<file path="config.mk">
export PLATFORM = sky130hd
export DESIGN_NAME = inode_block_map_walker
export DESIGN_NICKNAME = d
export VERILOG_FILES = /design/src/ibmw_pkg.sv /design/src/ibmw_front.sv /design/src/ibmw_core.sv /design/src/inode_block_map_walker.sv
export SDC_FILE = /design/constraint.sdc
export NUM_CORES = 1
export LEC_CHECK = 0
export BUFFER_PORTS_ARGS = -buffer_cell sky130_fd_sc_hd__buf_2
export CORE_ASPECT_RATIO = 1.1
export CORE_UTILIZATION = 30
export CTS_CLUSTER_DIAMETER = 60
export DETAILED_ROUTE_END_ITERATION = 16
export PLACE_DENSITY_LB_ADDON = 0.15
export SLEW_MARGIN = 10
export SYNTH_ARGS = -nofsm -noshare
export SYNTH_HDL_FRONTEND = slang
export SYNTH_HIERARCHICAL = 1
export SYNTH_SLANG_ARGS = --single-unit
</file>
<file path="constraint.sdc">
create_clock -name clock -period 4.9 [get_ports clock]
set_clock_uncertainty 0.05 [all_clocks]
set_input_delay 0.735 -clock clock [delete_from_list [all_inputs] [get_ports clock]]
set_output_delay 0.735 -clock clock [all_outputs]
set_load 0.01 [all_outputs]
</file>
<file path="src/ibmw_pkg.sv">
// ibmw_pkg: shared constants, mode codes and beat structs for the inode block map walker.
// No dependencies; imported by every module of the block.
`timescale 1ns / 1ps

package ibmw_pkg;

   // Field widths, fixed by the port list
   localparam int MODE_W   = 2;
   localparam int SLOT_W   = 4;
   localparam int BLOCK_W  = 32;
   localparam int OFFSET_W = 48;
   localparam int IDX_W    = 9;
   localparam int LEVEL_W  = 2;

   // Inode layout
   localparam int DIRECT_POINTERS_DEF = 12;
   localparam int PTR_BITS            = 9;                 // log2 of pointers per block
   localparam int POINTERS_PER_BLOCK  = 1 << PTR_BITS;
   localparam int BLOCK_SHIFT         = 12;                // log2 of block bytes
   localparam int BLOCK_BYTES         = 1 << BLOCK_SHIFT;

   // Offset still to walk below a double or triple root
   localparam int REM_W = 2 * PTR_BITS;

   // Block counts of the indirect regions
   localparam logic [OFFSET_W-1:0] SPAN_1 = OFFSET_W'(POINTERS_PER_BLOCK);
   localparam logic [OFFSET_W-1:0] SPAN_2 = OFFSET_W'(1) << (2 * PTR_BITS);
   localparam logic [OFFSET_W-1:0] SPAN_3 = OFFSET_W'(1) << (3 * PTR_BITS);

   // Walk depth codes
   localparam logic [LEVEL_W-1:0] LEVEL_IDLE   = 2'd0;
   localparam logic [LEVEL_W-1:0] LEVEL_ONE    = 2'd1;
   localparam logic [LEVEL_W-1:0] LEVEL_TWO    = 2'd2;
   localparam logic [LEVEL_W-1:0] LEVEL_THREE  = 2'd3;

   typedef enum logic [MODE_W-1:0] {
      MODE_LOAD     = 2'd0,
      MODE_LOOKUP   = 2'd1,
      MODE_RESPONSE = 2'd2,
      MODE_NONE     = 2'd3
   } mode_type;

   typedef struct packed {
      mode_type              mode;
      logic [SLOT_W-1:0]     slot;
      logic [BLOCK_W-1:0]    pointer_value;
      logic [OFFSET_W-1:0]   offset;
      logic                  offset_in_bytes;
      logic                  read_failed;
   } req_type;

   typedef struct packed {
      logic                  is_request;
      logic [BLOCK_W-1:0]    read_block;
      logic [IDX_W-1:0]      entry_index;
      logic [BLOCK_W-1:0]    block_number;
      logic                  error;
   } rsp_type;

endpackage

</file>
<file path="src/ibmw_front.sv">
// ibmw_front: input register; captures one request beat per cycle while accept is high.
// Depends on ibmw_pkg.
`timescale 1ns / 1ps

module ibmw_front (
   input  logic              clock,
   input  logic              reset,
   input  logic              accept,
   input  ibmw_pkg::req_type req,
   output logic              valid,
   output ibmw_pkg::req_type req_q
);
   import ibmw_pkg::*;

   logic    valid_ff;
   req_type req_ff;

   // Beat flag
   always_ff @(posedge clock) begin
      if (reset) begin
         valid_ff <= 1'b0;
      end else begin
         valid_ff <= accept;
      end
   end

   // Payload, no reset
   always_ff @(posedge clock) begin
      if (accept) begin
         req_ff <= req;
      end
   end

   assign valid = valid_ff;
   assign req_q = req_ff;

endmodule

</file>
<file path="src/ibmw_core.sv">
// ibmw_core: pointer store, walk state and the single-pass lookup logic with its result register.
// Depends on ibmw_pkg; fed by ibmw_front.
`timescale 1ns / 1ps

module ibmw_core #(
   parameter int DIRECT_POINTERS = ibmw_pkg::DIRECT_POINTERS_DEF
) (
   input  logic              clock,
   input  logic              reset,
   input  logic              valid,
   input  ibmw_pkg::req_type req,
   output logic              rsp_valid,
   output ibmw_pkg::rsp_type rsp
);
   import ibmw_pkg::*;

   localparam int DIR_IDX_W = (DIRECT_POINTERS > 1) ? $clog2(DIRECT_POINTERS) : 1;

   // Region bounds in blocks
   localparam logic [OFFSET_W-1:0] BOUND_D = OFFSET_W'(DIRECT_POINTERS);
   localparam logic [OFFSET_W-1:0] BOUND_1 = BOUND_D + SPAN_1;
   localparam logic [OFFSET_W-1:0] BOUND_2 = BOUND_1 + SPAN_2;
   localparam logic [OFFSET_W-1:0] BOUND_3 = BOUND_2 + SPAN_3;

   // Slot codes of the roots
   localparam logic [SLOT_W:0] SLOT_SINGLE = (SLOT_W + 1)'(DIRECT_POINTERS);
   localparam logic [SLOT_W:0] SLOT_DOUBLE = (SLOT_W + 1)'(DIRECT_POINTERS + 1);
   localparam logic [SLOT_W:0] SLOT_TRIPLE = (SLOT_W + 1)'(DIRECT_POINTERS + 2);

   logic [BLOCK_W-1:0] direct_ff [DIRECT_POINTERS];
   logic [BLOCK_W-1:0] single_ff;
   logic [BLOCK_W-1:0] double_ff;
   logic [BLOCK_W-1:0] triple_ff;

   logic [LEVEL_W-1:0] levels_ff;
   logic [LEVEL_W-1:0] levels_in;
   logic [REM_W-1:0]   rem_ff;
   logic [REM_W-1:0]   rem_in;
   logic               rsp_valid_ff;
   logic               rsp_valid_in;
   rsp_type            rsp_ff;
   rsp_type            rsp_in;

   logic [OFFSET_W-1:0] blk;
   logic [OFFSET_W-1:0] rel_2;
   logic [OFFSET_W-1:0] rel_3;
   logic [SLOT_W:0]     slot_x;

   // Block offset and offsets within the double and triple regions
   assign blk    = req.offset_in_bytes ? (req.offset >> BLOCK_SHIFT) : req.offset;
   assign rel_2  = blk - BOUND_1;
   assign rel_3  = blk - BOUND_2;
   assign slot_x = {1'b0, req.slot};

   // Pointer loads
   always_ff @(posedge clock) begin
      if (valid && req.mode == MODE_LOAD) begin
         if (slot_x < SLOT_SINGLE) begin
            direct_ff[req.slot[DIR_IDX_W-1:0]] <= req.pointer_value;
         end else if (slot_x == SLOT_SINGLE) begin
            single_ff <= req.pointer_value;
         end else if (slot_x == SLOT_DOUBLE) begin
            double_ff <= req.pointer_value;
         end else if (slot_x == SLOT_TRIPLE) begin
            triple_ff <= req.pointer_value;
         end
      end
   end

   // Lookup and walk step
   always_comb begin
      levels_in    = levels_ff;
      rem_in       = rem_ff;
      rsp_valid_in = 1'b0;
      rsp_in       = '0;
      if (valid) begin
         case (req.mode)
            MODE_LOOKUP: begin
               rsp_valid_in = 1'b1;
               levels_in    = LEVEL_IDLE;
               rem_in       = '0;
               if (blk >= BOUND_3) begin
                  rsp_in.error = 1'b1;
               end else if (blk < BOUND_D) begin
                  rsp_in.block_number = direct_ff[blk[DIR_IDX_W-1:0]];
               end else if (blk < BOUND_1) begin
                  levels_in          = LEVEL_ONE;
                  rsp_in.is_request  = 1'b1;
                  rsp_in.read_block  = single_ff;
                  rsp_in.entry_index = IDX_W'(blk - BOUND_D);
               end else if (blk < BOUND_2) begin
                  levels_in          = LEVEL_TWO;
                  rem_in             = REM_W'(rel_2[PTR_BITS-1:0]);
                  rsp_in.is_request  = 1'b1;
                  rsp_in.read_block  = double_ff;
                  rsp_in.entry_index = IDX_W'(rel_2[2*PTR_BITS-1:PTR_BITS]);
               end else begin
                  levels_in          = LEVEL_THREE;
                  rem_in             = rel_3[REM_W-1:0];
                  rsp_in.is_request  = 1'b1;
                  rsp_in.read_block  = triple_ff;
                  rsp_in.entry_index = IDX_W'(rel_3[3*PTR_BITS-1:2*PTR_BITS]);
               end
            end
            MODE_RESPONSE: begin
               if (levels_ff != LEVEL_IDLE) begin
                  rsp_valid_in = 1'b1;
                  if (req.read_failed) begin
                     levels_in    = LEVEL_IDLE;
                     rem_in       = '0;
                     rsp_in.error = 1'b1;
                  end else begin
                     levels_in = levels_ff - LEVEL_ONE;
                     if (levels_ff == LEVEL_ONE) begin
                        rem_in              = '0;
                        rsp_in.block_number = req.pointer_value;
                     end else if (levels_ff == LEVEL_THREE) begin
                        rem_in             = REM_W'(rem_ff[PTR_BITS-1:0]);
                        rsp_in.is_request  = 1'b1;
                        rsp_in.read_block  = req.pointer_value;
                        rsp_in.entry_index = IDX_W'(rem_ff[2*PTR_BITS-1:PTR_BITS]);
                     end else begin
                        rsp_in.is_request  = 1'b1;
                        rsp_in.read_block  = req.pointer_value;
                        rsp_in.entry_index = IDX_W'(rem_ff[PTR_BITS-1:0]);
                     end
                  end
               end
            end
            default: begin
               // loads give no result; the unused mode is dropped
            end
         endcase
      end
   end

   // Walk state and result register
   always_ff @(posedge clock) begin
      if (reset) begin
         levels_ff    <= LEVEL_IDLE;
         rem_ff       <= '0;
         rsp_valid_ff <= 1'b0;
      end else begin
         levels_ff    <= levels_in;
         rem_ff       <= rem_in;
         rsp_valid_ff <= rsp_valid_in;
      end
   end

   always_ff @(posedge clock) begin
      rsp_ff <= rsp_in;
   end

   assign rsp_valid = rsp_valid_ff;
   assign rsp       = rsp_ff;

endmodule

</file>
<file path="src/inode_block_map_walker.sv">
// inode_block_map_walker: top level; input register feeding the lookup core.
// Depends on ibmw_pkg, ibmw_front and ibmw_core.
//
//   channel  ports            handshake
//   request  req_*            beat taken at an edge with start high and busy low
//   result   rsp_*            one cycle wide, marked by rsp_strobe
//
// One beat is taken every cycle that start is high and busy low; busy is high through
// reset and at the first edge with reset low, which thus takes no beat.
// A request beat is held in the input register, then passes through the lookup
// logic into the result register, from which its result is driven.
// Reset is synchronous and clears the walk state and strobes; the pointer
// store holds nothing defined until loaded. The receiver cannot stall.
`timescale 1ns / 1ps

module inode_block_map_walker #(
   parameter int DIRECT_POINTERS = ibmw_pkg::DIRECT_POINTERS_DEF
) (
   input  logic                          clock,
   input  logic                          reset,
   input  logic                          start,
   output logic                          busy,
   input  logic [ibmw_pkg::MODE_W-1:0]   req_mode,
   input  logic [ibmw_pkg::SLOT_W-1:0]   req_slot,
   input  logic [ibmw_pkg::BLOCK_W-1:0]  req_pointer_value,
   input  logic [ibmw_pkg::OFFSET_W-1:0] req_offset,
   input  logic                          req_offset_in_bytes,
   input  logic                          req_read_failed,
   output logic                          rsp_strobe,
   output logic                          rsp_is_request,
   output logic [ibmw_pkg::BLOCK_W-1:0]  rsp_read_block,
   output logic [ibmw_pkg::IDX_W-1:0]    rsp_entry_index,
   output logic [ibmw_pkg::BLOCK_W-1:0]  rsp_block_number,
   output logic                          rsp_error
);
   import ibmw_pkg::*;

   logic    busy_ff;
   logic    accept;
   req_type req_in;
   req_type req_q;
   logic    req_valid;
   rsp_type rsp;

   // Held off while the registered copy of reset is high
   always_ff @(posedge clock) begin
      busy_ff <= reset;
   end

   assign busy   = busy_ff;
   assign accept = start && !busy_ff;

   assign req_in = '{mode:            mode_type'(req_mode),
                     slot:            req_slot,
                     pointer_value:   req_pointer_value,
                     offset:          req_offset,
                     offset_in_bytes: req_offset_in_bytes,
                     read_failed:     req_read_failed};

   ibmw_front u_front (
      .clock (clock),
      .reset (reset),
      .accept(accept),
      .req   (req_in),
      .valid (req_valid),
      .req_q (req_q)
   );

   ibmw_core #(
      .DIRECT_POINTERS(DIRECT_POINTERS)
   ) u_core (
      .clock    (clock),
      .reset    (reset),
      .valid    (req_valid),
      .req      (req_q),
      .rsp_valid(rsp_strobe),
      .rsp      (rsp)
   );

   assign rsp_is_request   = rsp.is_request;
   assign rsp_read_block   = rsp.read_block;
   assign rsp_entry_index  = rsp.entry_index;
   assign rsp_block_number = rsp.block_number;
   assign rsp_error        = rsp.error;

endmodule

</file>
==> flow_metrics.env <==
export IMPL_worst_setup_path_start_kind="flip-flop"
export IMPL_cts_max_level=3
export IMPL_vias=16624
export IMPL_worstPathArrival_ns=4.84
export IMPL_top_layer="met4"
export IMPL_ys_top_cells_by_count="edfxtp_1, nand2_1, nand3_1, nor2_1"
export IMPL_finalSetupViolCount=0
export IMPL_clk_latency_ns=0.62
export IMPL_holdBufCountCts=0
export IMPL_met2_wirelength_mm=37.45
export IMPL_path_class="flip-flop to flip-flop"
export IMPL_drt_wl_total_mm=74.67
export IMPL_ctsResizeCount=0
export IMPL_remaining_drc_errors=0
export IMPL_die_h_um=311.2
export IMPL_wl_per_cell_um=21.99
export IMPL_rsz0062_at_grt="false"
export IMPL_cts_setup_buffers=0
export IMPL_vias_per_cell=4.897
export IMPL_stdcell_area_mm2=0.03111
export IMPL_grt_use_total=0.1696
export IMPL_maxSlewViolCount=0
export IMPL_cts_buffers_inserted=76
export IMPL_fin_crit_sh=0.8947
export IMPL_synth_ff_type="edfxtp_1"
export IMPL_critical_path_endpoint_type="flip-flop"
export IMPL_first_pass_iters=4
export IMPL_cts_root_buf="clkbuf_16"
export IMPL_fmax_mhz=228.1
export IMPL_grt_pass1_wl_mm=112.3
export IMPL_clock_path_buffers=3
export IMPL_synth_most_common_cell="edfxtp_1"
export IMPL_synthDistinctLibCells=69
export IMPL_synth_edf_count=568
export IMPL_synth_largest_area_cell="edfxtp_1"
export IMPL_place_inst=3254
export IMPL_synth_nets=2103
export IMPL_synthArstFlopShare=0
export IMPL_die_area_mm2=0.08812
export IMPL_syn2layout_area_growth_pct=19.28
export IMPL_synth_area_leaders="edfxtp_1, dfxtp_1, nand2_1"
export IMPL_max_cap_viol_count=0
export IMPL_layout_min_cycle_time_ns=4.384
export IMPL_cts_tree="yes"
export IMPL_drive_gt1_frac=0.1746
export IMPL_slew_headroom=0.2234
export IMPL_place_gp_congestion=0.8439
export IMPL_ys_seq_area_frac=0.7292
export IMPL_ys_warn_count=6
export IMPL_rows=113
export IMPL_clkSinkCount=666
export IMPL_synth_area_mm2=0.02608
export IMPL_crit_required_ns=5.36
export IMPL_wl_met1_mm=32.52
export IMPL_yosysTopAreaCellShare=0.6540
export IMPL_antenna_cells=0
export IMPL_path_clk_slew_ns=0.06
export IMPL_leakage_uw=0.01101
export IMPL_synth_cells=2005
export IMPL_overflow=0
export IMPL_regArea_mm2=0.01902
export IMPL_synth_ff_latch_count=666
export IMPL_ir_drop_mv=0.2414
export IMPL_instances_no_fill=3395
export IMPL_grt_max_degree=75
export IMPL_io_buffers=167
export IMPL_hold_viol=0
export IMPL_drt_iter0_markers=989
export IMPL_core_area_mm2=0.08625
export IMPL_tightest_slew_ns=1.162
export IMPL_setup_tns_ns=0
export IMPL_grt_pass1_vias=17140
export IMPL_place_hpwl_mm=45.71
export IMPL_ios=168
export IMPL_power_density_mw_per_mm2=400.8
export IMPL_final_antenna_net_count=0
export IMPL_n_fill_cell=8393
export IMPL_status="finished clean"
export IMPL_min_delay_path_class="primary input to flip-flop"
export IMPL_antenna_found_initial=1
export IMPL_die_w_um=283.1
export IMPL_syn_mean_instance_area_um2=13.01
export IMPL_start_util=0.3024
export IMPL_final_nets=2280
export IMPL_worstPathMaxFanout=29
export IMPL_placed_area_mm2=0.02855
export IMPL_multiInputGateArea_mm2=0.006678
export IMPL_dr_wl_met3_mm=3.244
[path summary, 6_finish.rpt]
kind | start | end | slack, ns | depth (start not counted)
max | u_front/req_q[1] | u_core/rsp[39] | 0.52 | 12
max reg2reg | u_front/req_q[1] | u_core/rsp[39] | 0.52 | 12
min | req_offset[21] | u_front/req_q[23] | 0.24 | 1
min reg2reg | u_core/rem_ff[11] | u_core/rem_ff[11] | 0.41 | 2
[layout make-up]
| class | count | share of cell area |
|---|---|---|
| clock inverter | 36 | 0.01211 |
| timing repair buffer | 220 | 0.04408 |
| clock buffer | 105 | 0.07022 |
| multi-input combinational | 1207 | 0.2147 |
| sequential | 666 | 0.6113 |
| tap | 1150 | 0.04625 |
| inverter | 11 | 0.001327 |
[worst max-delay path, cell delays in order (launching register included)]
cell and delay [ns]:
edfxtp_1 0.82, nor2b_1 0.23, a21oi_4 0.18, inv_1 0.06, ha_1 0.24, nor4b_2 0.38
o22ai_2 0.20, a211oi_2 0.33, o211ai_1 0.22, nor2b_2 0.26, nand4_1 0.56, buf_12 0.40
o32ai_1 0.33
[per-layer routing]
layer  global-route usage  vias to the layer above
met2               0.2939                      386
met5                    0                        -
met1               0.2169                     8394
met4              0.05135                        0
met3              0.02669                       89
li1                     -                     7755
[stage by stage]
| step | utilization | power [uW] | setup WS [ns] | hold slack [ns] |
|---|---|---|---|---|
| 2_1_floorplan | - | 6617 | 0.6520 | 0.3860 |
| 5_1_grt | 0.3607 | 12900 | 0.1103 | 0.2083 |
| 6_report | 0.3607 | 12470 | 0.5160 | 0.2354 |
| 3_3_place_gp | 0.3310 | 6849 | 0.6683 | 0.3981 |
| 4_1_cts | 0.3607 | 12640 | 0.4596 | 0.1938 |
| 3_5_place_dp | 0.3310 | 6856 | 0.4930 | 0.4061 |
[cells by family (layout without fill, tap and decap cells)]
family	Yosys count	after routing	share of synthesized area
simple gates	806	806	0.1351
compound gates	317	317	0.08137
mux	55	55	0.02159
buf+inv	132	372	0.02192
xor+xnor	22	22	0.007388
fa+ha+maj	7	7	0.003358
flops	666	666	0.7292
[registers in the layout (all words and copies together) (netlist names)]
register	count
u_core/direct_ff	384
u_front/req_q	88
u_core/rsp	75
u_core/double_ff	32
u_core/single_ff	32
u_core/triple_ff	32
u_core/rem_ff	18
u_core/levels_ff	2
busy	1
u_core/rsp_valid	1
u_front/valid	1
[cells in the final DEF, fill, tap and decap left out, drive strengths merged, types with 33 or more instances in the layout]
| cell | n |
|---|---|
| edfxtp | 568 |
| nand2 | 451 |
| buf | 220 |
| nor2 | 131 |
| nand3 | 128 |
| clkbuf | 105 |
| dfxtp | 98 |
| a21oi | 98 |
| a311oi | 45 |
| mux2i | 45 |
| a211oi | 38 |
| a31oi | 35 |
| and3 | 33 |
[report_power, final]
group          internal (uW)  switching [uW]
Combinational            162             302
Sequential              6170            90.4
Clock                   3450            2290
Power figures use the tool's default switching activity.
